## src/fca_pkg.sv

```systemverilog
// fca_pkg: shared sizes, codes and controller/datapath interface structs
// for the frequency ceiling arbiter. No dependencies.

package fca_pkg;

  // requester slots and usable table depth
  localparam int SLOT_COUNT  = 8;
  localparam int TABLE_DEPTH = 8;
  localparam int SLOT_W      = (SLOT_COUNT > 1) ? $clog2(SLOT_COUNT) : 1;

  // fixed field widths
  localparam int ENTRY_W = 3;
  localparam int FREQ_W  = 32;
  localparam int CFG_W   = 64;
  localparam int CNT_W   = 4;

  // no-limit ceiling
  localparam logic [FREQ_W-1:0] NO_LIMIT = '1;

  // configuration register indexes
  localparam logic [2:0] REG_TABLE_0_1   = 3'd0;
  localparam logic [2:0] REG_TABLE_2_3   = 3'd1;
  localparam logic [2:0] REG_TABLE_4_5   = 3'd2;
  localparam logic [2:0] REG_TABLE_6_7   = 3'd3;
  localparam logic [2:0] REG_ENTRIES_USE = 3'd4;
  localparam logic [2:0] REG_START_ENTRY = 3'd5;

  // register reset values
  localparam logic [CNT_W-1:0]   RST_ENTRIES_USE = 4'd8;
  localparam logic [ENTRY_W-1:0] RST_START_ENTRY = 3'd7;

  typedef enum logic [1:0] {
    ACT_SET     = 2'd0,
    ACT_REMOVE  = 2'd1,
    ACT_SUSPEND = 2'd2,
    ACT_RESUME  = 2'd3
  } fca_action_t;

  typedef enum logic [2:0] {
    ST_IDLE,
    ST_SLOT,
    ST_TAB,
    ST_DECIDE,
    ST_FREQ
  } fca_state_t;

  // controller to datapath
  typedef struct packed {
    logic               accept;
    logic               slot_step;
    logic [SLOT_W-1:0]  slot_sel;
    logic               tab_step;
    logic [ENTRY_W-1:0] tab_sel;
    logic               decide;
    logic               load_out;
  } fca_cmd_t;

  // datapath to controller
  typedef struct packed {
    logic resolve;
  } fca_sts_t;

endpackage

```

## src/fca_ctrl.sv

```systemverilog
// fca_ctrl: sequencer for the arbiter; runs the slot scan, the table scan,
// the decision and the result load. Depends on fca_pkg.

module fca_ctrl (
  input  logic              clk,
  input  logic              rst_n,
  input  logic              in_valid,
  output logic              in_stall,
  output logic              out_valid,
  input  logic              out_stall,
  input  fca_pkg::fca_sts_t sts,
  output fca_pkg::fca_cmd_t cmd
);

  fca_pkg::fca_state_t state_r, state_nxt;
  logic [fca_pkg::SLOT_W-1:0]  slot_cnt_r, slot_cnt_nxt;
  logic [fca_pkg::ENTRY_W-1:0] tab_cnt_r, tab_cnt_nxt;
  logic out_valid_r, out_valid_nxt;
  logic slot_last, tab_last, out_free;

  assign slot_last = (slot_cnt_r == fca_pkg::SLOT_W'(fca_pkg::SLOT_COUNT - 1));
  assign tab_last  = (tab_cnt_r == fca_pkg::ENTRY_W'(fca_pkg::TABLE_DEPTH - 1));
  assign out_free  = !out_valid_r || !out_stall;

  // next state
  always_comb begin
    state_nxt = state_r;
    case (state_r)
      fca_pkg::ST_IDLE: begin
        if (in_valid) state_nxt = fca_pkg::ST_SLOT;
      end
      fca_pkg::ST_SLOT: begin
        if (slot_last) state_nxt = sts.resolve ? fca_pkg::ST_TAB : fca_pkg::ST_FREQ;
      end
      fca_pkg::ST_TAB: begin
        if (tab_last) state_nxt = fca_pkg::ST_DECIDE;
      end
      fca_pkg::ST_DECIDE: begin
        state_nxt = fca_pkg::ST_FREQ;
      end
      fca_pkg::ST_FREQ: begin
        if (out_free) state_nxt = fca_pkg::ST_IDLE;
      end
      default: begin
        state_nxt = fca_pkg::ST_IDLE;
      end
    endcase
  end

  // outputs and commands
  always_comb begin
    cmd           = '0;
    cmd.slot_sel  = slot_cnt_r;
    cmd.tab_sel   = tab_cnt_r;
    in_stall      = 1'b1;
    slot_cnt_nxt  = slot_cnt_r;
    tab_cnt_nxt   = tab_cnt_r;
    out_valid_nxt = out_valid_r && out_stall;
    case (state_r)
      fca_pkg::ST_IDLE: begin
        in_stall     = !rst_n;
        cmd.accept   = in_valid;
        slot_cnt_nxt = '0;
        tab_cnt_nxt  = '0;
      end
      fca_pkg::ST_SLOT: begin
        cmd.slot_step = 1'b1;
        slot_cnt_nxt  = slot_last ? '0 : slot_cnt_r + 1'b1;
      end
      fca_pkg::ST_TAB: begin
        cmd.tab_step = 1'b1;
        tab_cnt_nxt  = tab_last ? '0 : tab_cnt_r + 1'b1;
      end
      fca_pkg::ST_DECIDE: begin
        cmd.decide = 1'b1;
      end
      fca_pkg::ST_FREQ: begin
        if (out_free) begin
          cmd.load_out  = 1'b1;
          out_valid_nxt = 1'b1;
        end
      end
      default: begin
        in_stall = 1'b1;
      end
    endcase
  end

  assign out_valid = out_valid_r;

  // state and counters
  always_ff @(posedge clk) begin
    if (!rst_n) begin
      state_r     <= fca_pkg::ST_IDLE;
      slot_cnt_r  <= '0;
      tab_cnt_r   <= '0;
      out_valid_r <= 1'b0;
    end else begin
      state_r     <= state_nxt;
      slot_cnt_r  <= slot_cnt_nxt;
      tab_cnt_r   <= tab_cnt_nxt;
      out_valid_r <= out_valid_nxt;
    end
  end

endmodule

```

## src/fca_dp.sv

```systemverilog
// fca_dp: arbiter datapath; slot store, frequency table registers, scan
// compare units, entry in force and result registers. Depends on fca_pkg.

module fca_dp (
  input  logic                         clk,
  input  logic                         rst_n,
  input  fca_pkg::fca_cmd_t            cmd,
  output fca_pkg::fca_sts_t            sts,
  input  logic                         cfg_we,
  input  logic [2:0]                   cfg_index,
  input  logic [fca_pkg::CFG_W-1:0]    cfg_wdata,
  input  logic [1:0]                   in_action,
  input  logic [2:0]                   in_slot_index,
  input  logic [fca_pkg::FREQ_W-1:0]   in_ceiling_value,
  output logic                         out_target_issued,
  output logic [fca_pkg::ENTRY_W-1:0]  out_current_entry,
  output logic [fca_pkg::FREQ_W-1:0]   out_current_frequency,
  output logic                         out_is_suspended,
  output logic [fca_pkg::FREQ_W-1:0]   out_lowest_ceiling
);

  localparam int SC = fca_pkg::SLOT_COUNT;

  logic                          slot_valid_r [SC];
  logic [fca_pkg::FREQ_W-1:0]    slot_ceil_r  [SC];
  logic [fca_pkg::CFG_W-1:0]     table_r      [4];
  logic [fca_pkg::CNT_W-1:0]     use_cnt_r;
  logic [fca_pkg::ENTRY_W-1:0]   start_r;
  logic [fca_pkg::ENTRY_W-1:0]   entry_now_r;
  logic                          known_r;
  logic                          susp_r;
  logic                          resolve_r;
  logic                          issued_r;
  logic [fca_pkg::FREQ_W-1:0]    lowest_r;
  logic [fca_pkg::ENTRY_W-1:0]   best_r;

  logic                          slot_ok;
  logic [fca_pkg::SLOT_W-1:0]    slot_wr;
  logic [fca_pkg::ENTRY_W-1:0]   in_force;
  logic [fca_pkg::ENTRY_W-1:0]   rd_addr;
  logic [fca_pkg::CFG_W-1:0]     rd_pair;
  logic [fca_pkg::FREQ_W-1:0]    rd_freq;
  logic [fca_pkg::CNT_W-1:0]     n_eff;
  logic [fca_pkg::FREQ_W-1:0]    scan_ceil;
  fca_pkg::fca_action_t          act;

  assign act      = fca_pkg::fca_action_t'(in_action);
  assign slot_ok  = (32'(in_slot_index) < SC);
  assign slot_wr  = fca_pkg::SLOT_W'(in_slot_index);
  assign in_force = known_r ? entry_now_r : start_r;
  assign n_eff    = (use_cnt_r > fca_pkg::CNT_W'(fca_pkg::TABLE_DEPTH)) ?
                    fca_pkg::CNT_W'(fca_pkg::TABLE_DEPTH) : use_cnt_r;
  assign sts.resolve = resolve_r;

  // single table read port: scan index during the table scan, else entry in force
  assign rd_addr   = cmd.tab_step ? cmd.tab_sel : in_force;
  assign rd_pair   = table_r[rd_addr[2:1]];
  assign rd_freq   = rd_addr[0] ? rd_pair[63:32] : rd_pair[31:0];
  assign scan_ceil = slot_ceil_r[cmd.slot_sel];

  // configuration registers
  always_ff @(posedge clk) begin
    if (!rst_n) begin
      for (int i = 0; i < 4; i++) table_r[i] <= '0;
      use_cnt_r <= fca_pkg::RST_ENTRIES_USE;
      start_r   <= fca_pkg::RST_START_ENTRY;
    end else if (cfg_we) begin
      case (cfg_index)
        fca_pkg::REG_TABLE_0_1:   table_r[0] <= cfg_wdata;
        fca_pkg::REG_TABLE_2_3:   table_r[1] <= cfg_wdata;
        fca_pkg::REG_TABLE_4_5:   table_r[2] <= cfg_wdata;
        fca_pkg::REG_TABLE_6_7:   table_r[3] <= cfg_wdata;
        fca_pkg::REG_ENTRIES_USE: use_cnt_r  <= cfg_wdata[fca_pkg::CNT_W-1:0];
        fca_pkg::REG_START_ENTRY: start_r    <= cfg_wdata[fca_pkg::ENTRY_W-1:0];
        default: begin
        end
      endcase
    end
  end

  // slot ceilings, written on a set transaction
  always_ff @(posedge clk) begin
    if (cmd.accept && act == fca_pkg::ACT_SET && slot_ok) begin
      slot_ceil_r[slot_wr] <= in_ceiling_value;
    end
  end

  // slot valid bits, suspend flag and resolve request
  always_ff @(posedge clk) begin
    if (!rst_n) begin
      for (int i = 0; i < SC; i++) slot_valid_r[i] <= 1'b0;
      susp_r    <= 1'b0;
      resolve_r <= 1'b0;
    end else if (cmd.accept) begin
      resolve_r <= 1'b0;
      case (act)
        fca_pkg::ACT_SET: begin
          if (slot_ok) begin
            slot_valid_r[slot_wr] <= 1'b1;
            resolve_r             <= 1'b1;
          end
        end
        fca_pkg::ACT_REMOVE: begin
          if (slot_ok) begin
            slot_valid_r[slot_wr] <= 1'b0;
            resolve_r             <= 1'b1;
          end
        end
        fca_pkg::ACT_SUSPEND: begin
          susp_r <= 1'b1;
        end
        fca_pkg::ACT_RESUME: begin
          if (susp_r) begin
            susp_r    <= 1'b0;
            resolve_r <= 1'b1;
          end
        end
        default: begin
          resolve_r <= 1'b0;
        end
      endcase
    end
  end

  // lowest ceiling scan, then highest fitting table entry scan
  always_ff @(posedge clk) begin
    if (cmd.accept) begin
      lowest_r <= fca_pkg::NO_LIMIT;
      best_r   <= '0;
    end else if (cmd.slot_step) begin
      if (slot_valid_r[cmd.slot_sel] && scan_ceil != fca_pkg::NO_LIMIT &&
          scan_ceil < lowest_r) begin
        lowest_r <= scan_ceil;
      end
    end else if (cmd.tab_step) begin
      if ({1'b0, cmd.tab_sel} < n_eff && rd_freq <= lowest_r) begin
        best_r <= cmd.tab_sel;
      end
    end
  end

  // entry in force and target issue decision
  always_ff @(posedge clk) begin
    if (!rst_n) begin
      entry_now_r <= '0;
      known_r     <= 1'b0;
      issued_r    <= 1'b0;
    end else if (cmd.accept) begin
      issued_r <= 1'b0;
    end else if (cmd.decide) begin
      if (best_r != in_force && !susp_r) begin
        entry_now_r <= best_r;
        known_r     <= 1'b1;
        issued_r    <= 1'b1;
      end
    end
  end

  // result registers
  always_ff @(posedge clk) begin
    if (cmd.load_out) begin
      out_target_issued     <= issued_r;
      out_current_entry     <= in_force;
      out_current_frequency <= rd_freq;
      out_is_suspended      <= susp_r;
      out_lowest_ceiling    <= lowest_r;
    end
  end

endmodule

```

## src/frequency_ceiling_arbiter.sv

```systemverilog
// frequency_ceiling_arbiter: top level; joins the fca_ctrl sequencer and the
// fca_dp datapath. Depends on fca_pkg, fca_ctrl and fca_dp.
//
//   channel  | ports                                   | direction
//   ---------+-----------------------------------------+----------
//   input    | in_valid, in_stall, in_action,          | in
//            | in_slot_index, in_ceiling_value         |
//   result   | out_valid, out_stall, out_target_issued, | out
//            | out_current_entry, out_current_frequency,|
//            | out_is_suspended, out_lowest_ceiling    |
//   config   | cfg_we, cfg_index, cfg_wdata            | in
//
// One transaction at a time: the accept, the slot scan over SLOT_COUNT slots,
// then the table scan over TABLE_DEPTH entries and the decision when the
// action re-resolves, then the result load. The slots and the table are
// walked one per cycle. The next transaction is taken the cycle after.
// Reset is synchronous, active low; in_stall is high while in reset.
// A stalled result holds in the output register while the next transaction
// runs; only the final load waits for the output register to free up.

module frequency_ceiling_arbiter (
  input  logic                         clk,
  input  logic                         rst_n,
  input  logic                         in_valid,
  output logic                         in_stall,
  input  logic [1:0]                   in_action,
  input  logic [2:0]                   in_slot_index,
  input  logic [fca_pkg::FREQ_W-1:0]   in_ceiling_value,
  output logic                         out_valid,
  input  logic                         out_stall,
  output logic                         out_target_issued,
  output logic [fca_pkg::ENTRY_W-1:0]  out_current_entry,
  output logic [fca_pkg::FREQ_W-1:0]   out_current_frequency,
  output logic                         out_is_suspended,
  output logic [fca_pkg::FREQ_W-1:0]   out_lowest_ceiling,
  input  logic                         cfg_we,
  input  logic [2:0]                   cfg_index,
  input  logic [fca_pkg::CFG_W-1:0]    cfg_wdata
);

  fca_pkg::fca_cmd_t cmd;
  fca_pkg::fca_sts_t sts;

  fca_ctrl u_ctrl (
    .clk       (clk),
    .rst_n     (rst_n),
    .in_valid  (in_valid),
    .in_stall  (in_stall),
    .out_valid (out_valid),
    .out_stall (out_stall),
    .sts       (sts),
    .cmd       (cmd)
  );

  fca_dp u_dp (
    .clk                   (clk),
    .rst_n                 (rst_n),
    .cmd                   (cmd),
    .sts                   (sts),
    .cfg_we                (cfg_we),
    .cfg_index             (cfg_index),
    .cfg_wdata             (cfg_wdata),
    .in_action             (in_action),
    .in_slot_index         (in_slot_index),
    .in_ceiling_value      (in_ceiling_value),
    .out_target_issued     (out_target_issued),
    .out_current_entry     (out_current_entry),
    .out_current_frequency (out_current_frequency),
    .out_is_suspended      (out_is_suspended),
    .out_lowest_ceiling    (out_lowest_ceiling)
  );

  // an accepted transaction keeps the input side busy the next cycle
  a_busy_after_accept: assert property (@(posedge clk) disable iff (!rst_n)
    (in_valid && !in_stall) |=> in_stall)
    else $error("input accepted while a transaction was in progress");

  // a new result only appears at the end of a transaction, never from idle
  a_result_from_busy: assert property (@(posedge clk) disable iff (!rst_n)
    $rose(out_valid) |-> $past(in_stall))
    else $error("result appeared without a transaction in progress");

  // targets are withheld while suspended
  a_no_issue_suspended: assert property (@(posedge clk) disable iff (!rst_n)
    (out_valid && out_target_issued) |-> !out_is_suspended)
    else $error("target issued while suspended");

endmodule
```

## config.mk

```make
export PLATFORM = sky130hd
export DESIGN_NAME = frequency_ceiling_arbiter
export DESIGN_NICKNAME = d
export VERILOG_FILES = /design/src/fca_pkg.sv /design/src/fca_ctrl.sv /design/src/fca_dp.sv /design/src/frequency_ceiling_arbiter.sv
export SDC_FILE = /design/constraint.sdc
export NUM_CORES = 1
export LEC_CHECK = 0
export BUFFER_PORTS_ARGS = -buffer_cell sky130_fd_sc_hd__buf_2
export CAP_MARGIN = 25
export CORE_ASPECT_RATIO = 0.6
export CORE_UTILIZATION = 35
export CTS_CLUSTER_DIAMETER = 80
export DETAILED_ROUTE_END_ITERATION = 10
export GPL_ROUTABILITY_DRIVEN = 0
export SLEW_MARGIN = 20
export SYNTH_ARGS = -nofsm -noshare
export SYNTH_HDL_FRONTEND = slang
export SYNTH_SLANG_ARGS = --single-unit
```

## constraint.sdc

```tcl
create_clock -name clk -period 6.97 [get_ports clk]
set_clock_uncertainty 0.2 [all_clocks]
set_input_delay 0.3485 -clock clk [delete_from_list [all_inputs] [get_ports clk]]
set_output_delay 0.3485 -clock clk [all_outputs]
set_load 0.03 [all_outputs]
```

==> out/qor_table.md <==
| Group | Quantity | Value |
|---|---|---|
| pwr | Clock group share of total power | 42.0% |
| grt | Remaining Overflow, GRT | 0 |
| critical path | Endpoint arrival time on the critical path | 5.77 ns |
| timing | Worst Slack Setup Final | 1.48 ns |
| clocking | Clock Sinks | 651 |
| logic synthesis | Number of enable-type register cells in the synthesized netlist | 581 |
| critical path | Top fanout value on the critical path | 64 |
| final layout | Number of fillers in the final layout | 6992 |
| logic synthesis | Number of synthesis warnings | 0 |
| final layout | Leading cell type in the layout, fill and taps excluded | sky130_fd_sc_hd__edfxtp_1 |
| grt | Initial antenna violation count | 5 |
| critical path | Critical Path Source Type | flop |
| grt | Pin count of the biggest net entering global routing | 65 |
| logic synthesis | Share of the yosys chip area belonging to registers | 67.8% |
| min path | Number of stages on the worst hold path | 5 |
| timing | Least-Margin Pin Slew | 1.06 ns |
| timing | Final total negative setup slack | 0 ns |
| critical path | Reg-to-reg slack, setup | 1.48 ns |
| min path | Hold crit path type | in -> reg |
| logic synthesis | Top FF cell, synth | sky130_fd_sc_hd__edfxtp_1 |
| logic synthesis | Number of nets produced by synthesis | 1842 |
| floorplanning | Total number of placement rows | 79 |
| clocking | # hold bufs at CTS | 105 |
| grt | Number of global-route vias before repair | 16000 |
| timing | Final Setup Violations | 0 |
| critical path | Worst reg-to-reg path cell count | 12 |
| pwr | Fraction of power spent switching nets | 20.8% |
| grt | Total global-route track usage | 17.8% |
| clocking | Post CTS Setup Buffer Count | 0 |
| final layout | Non-filler instance count after layout | 3065 |
| route | DR vias/cell | 5.05 |
| critical path | Crit path required time | 7.24 ns |
| final layout | Commonest cells after routing, fill and taps aside | 581 x sky130_fd_sc_hd__edfxtp_1, 257 x sky130_fd_sc_hd__and2_1, 179 x sky130_fd_sc_hd__buf_2 |
| logic synthesis | Async set or reset register ratio after synthesis | 0% |
| timing | Final Hold Violating Endpoints | 0 |
| final layout | Number of nets in the layout | 2142 |
| route | Total vias in the final route | 15500 |
| logic synthesis | Number of distinct library cells after synthesis | 52 |
| place | HPWL after DPL | 46400 µm |
| final layout | Post-layout instance area | 33100 µm² |
| timing | RSZ-0062 raised after global routing | no |
| critical path | Type of the worst setup path | reg -> reg |
| floorplanning | Initial Utilization | 35.6% |
| pwr | Max IR drop VDD | 0.000139 V |
| status | Status | completed |
| critical path | Worst setup path start | u_ctrl.state_r[1] |
| route | Number of DRC markers in iteration 0 | 1279 |
| route | Final routed wire length divided by cell count | 23.3 µm |
| route | DR pass1 iterations | 5 |
| place | Placed Instances | 2844 |
| clocking | Num CTS Buffers | 66 |
| route | Total length of routed wires | 71500 µm |
| floorplanning | Vert. Die Dim | 220 µm |
| pwr | Combinational share of power | 5.3% |
| place | Total of buffers placed on input and output ports | 179 |
| final layout | Fraction of layout instances using a drive strength above 1 | 25.7% |
| timing | Time the worst path needs with I/O delays and setup | 5.49 ns |
| critical path | RR Startpoint | u_ctrl.state_r[1] |
| flow run | # Max-Cap Violations | 0 |
| clocking | H-tree Lvls | 3 |
| timing | Max-slew violation count | 0 |
| critical path | RR Endpoint | u_dp.best_r[2] |
| floorplanning | I/O Pins | 180 |
| logic synthesis | Number of synthesized register bits | 651 |
| logic synthesis | Synthesized area per cell | 16.7 µm² |
| route | Antenna-violating nets left | 0 |
| final layout | Final core utilization | 42.4% |
| clocking | Resized cells post-CTS | 0 |
| final layout | Area grow syn2layout | 19.2% |
| floorplanning | Die area | 80600 µm² |
| place | Pre-CTS setup slack | 1.51 ns |
| clocking | CTS tree | yes |
| pwr | Pleak | 0.0119 µW |
| clocking | Worst-path clk slew | 0.06 ns |
| route | Remaining DRCs | 0 |
| pwr | Cell Int Power | 6610 µW |
| min path | End point of the most critical hold path | u_dp.slot_valid_r[2] |
| floorplanning | X dimension of the die | 366 µm |
| place | Placed cell areas | 30000 µm² |
| clocking | Clock root buffer | sky130_fd_sc_hd__clkbuf_16 |
| final layout | Area of combinational cells with multiple inputs | 8460 µm² |
| pwr | Sequential share of power | 52.7% |
| logic synthesis | Synthesized area | 27800 µm² |
| timing | Highest attainable clock frequency | 182 MHz |
| timing | Max-Slew Margin vs Limit | 29.6% |
| grt | Global-route wire length before repair | 106000 µm |
| min path | Source of the worst hold timing path | in_slot_index[1] |
| clocking | Buffer depth of the longest clock path | 3 |
| final layout | Register Area | 18900 µm² |
| critical path | Crit end category | flop |
| pwr | Net Switching | 1740 µW |
| floorplanning | Core footprint | 78100 µm² |
| pwr | Power density cells | 252 nW/µm² |
| logic synthesis | Gate count after technology mapping | 1664 |
| timing | Portion of the clock cycle consumed by the worst path in the final layout | 78.8% |
| clocking | Clock network latency to the later pin of the worst-skew pair | 0.61 ns |
## sequential cells by signal (all words and copies together) (netlist names), named ones only
signal                      flops
u_dp.out_lowest_ceiling        32
u_dp.issued_r                   1
u_dp.out_target_issued          1
u_dp.out_current_entry          3
u_dp.start_r                    3
u_dp.entry_now_r                3
u_dp.known_r                    1
u_dp.sts                        1
u_dp.lowest_r                  32
u_dp.out_current_frequency     32
u_dp.out_is_suspended           1
u_ctrl.out_valid                1
u_ctrl.tab_cnt_r                3
u_dp.susp_r                     1
u_dp.slot_ceil_r              256
u_dp.table_r                  256
u_dp.use_cnt_r                  4
u_dp.slot_valid_r               8
u_ctrl.slot_cnt_r               3
u_ctrl.state_r                  3
u_dp.best_r                     3
## metal layers
metal,share of wire [%],wire [µm],GRT usage [%],vias to the layer above
met1,48,34300,26.5,7993
met2,45,31900,26.9,438
met3,6.1,4380,3.60,73
met4,1.3,941,3.36,0
li1,-,-,-,6985
met5,0,0,0,-
## cell type report
cell class	instances	share of cell area [%]
flip-flops and latches	651	56.9
clock buffers	88	5.62
clock inverters	26	0.729
well taps	1053	3.98
repair buffers	314	6.63
inverters	51	0.578
diodes	2	0.0151
multi-input cells	880	25.5
## cells by family after synthesis
logic type                 share of synthesized area (%)
and+or+nand+nor                                     9.33
AOI/OAI and AO/OA                                   2.19
muxes                                               15.2
buffers and inverters                               2.30
adders and majority gates                           3.11
DFF                                                 67.8
xor gates and xnor gates                          0.0945
## power by group through the flow
stage	Sequential (µW)	Combinational, µW	Clock, µW
3_5_place_dp	4480	394	0
3_3_place_gp	4480	385	0
5_1_grt	4410	480	3710
6_report	4400	444	3510
4_1_cts	4400	449	3570
2_1_floorplan	4470	243	0
## stage by stage
step	total power, µW	hold WS [ns]
6_report	8350	0.0657
5_1_grt	8600	0.0894
3_5_place_dp	4880	0.231
4_1_cts	8420	0.0222
3_3_place_gp	4860	0.232
2_1_floorplan	4720	0.208
## worst max-delay path by stage
| stage | to | slack, ns |
|---|---|---|
| floorplan | u_dp.table_r[0][0] | 0.92 |
| global placement | u_dp.best_r[2] | 1.61 |
| detailed placement | u_dp.best_r[2] | 1.51 |
| CTS | u_dp.best_r[1] | 1.48 |
| global route | u_dp.best_r[2] | 1.26 |
| finish | u_dp.best_r[2] | 1.48 |
## cells in the mapped netlist (4+ instances only)
master | number | share of area (%)
sky130_fd_sc_hd__buf_6 | 4 | 0.16
sky130_fd_sc_hd__inv_1 | 51 | 0.69
sky130_fd_sc_hd__a21o_1 | 11 | 0.30
sky130_fd_sc_hd__buf_12 | 5 | 0.36
sky130_fd_sc_hd__clkbuf_1 | 49 | 0.66
sky130_fd_sc_hd__edfxtp_1 | 581 | 63
sky130_fd_sc_hd__a21oi_1 | 38 | 0.68
sky130_fd_sc_hd__buf_1 | 8 | 0.11
sky130_fd_sc_hd__nand2b_1 | 11 | 0.25
sky130_fd_sc_hd__nor3_1 | 8 | 0.14
sky130_fd_sc_hd__nand4_1 | 21 | 0.47
sky130_fd_sc_hd__ha_1 | 69 | 3.1
sky130_fd_sc_hd__and2_1 | 258 | 5.8
sky130_fd_sc_hd__mux2i_1 | 58 | 2.1
sky130_fd_sc_hd__mux2_2 | 59 | 2.4
sky130_fd_sc_hd__mux4_2 | 132 | 11
sky130_fd_sc_hd__o31ai_1 | 6 | 0.16
sky130_fd_sc_hd__nand2_1 | 26 | 0.35
sky130_fd_sc_hd__dfxtp_1 | 70 | 5.0
sky130_fd_sc_hd__nor4_1 | 10 | 0.23
sky130_fd_sc_hd__nand3_1 | 16 | 0.29
sky130_fd_sc_hd__buf_2 | 13 | 0.23
sky130_fd_sc_hd__nor2_1 | 87 | 1.2
sky130_fd_sc_hd__o21ai_0 | 23 | 0.41
## worst max-delay path, stage by stage (launching register included)
cell	delay [ns]
sky130_fd_sc_hd__dfxtp_1	0.68
sky130_fd_sc_hd__and2_1	0.46
sky130_fd_sc_hd__mux2i_4	0.32
sky130_fd_sc_hd__buf_12	0.44
sky130_fd_sc_hd__mux4_2	0.59
sky130_fd_sc_hd__mux2_2	0.30
sky130_fd_sc_hd__ha_1	0.33
sky130_fd_sc_hd__a2111oi_0	0.45
sky130_fd_sc_hd__o221a_2	0.26
sky130_fd_sc_hd__nor3_1	0.07
sky130_fd_sc_hd__or4b_2	0.64
sky130_fd_sc_hd__a211o_1	0.37
sky130_fd_sc_hd__mux2i_1	0.15
(Power assumes the default switching activity.)
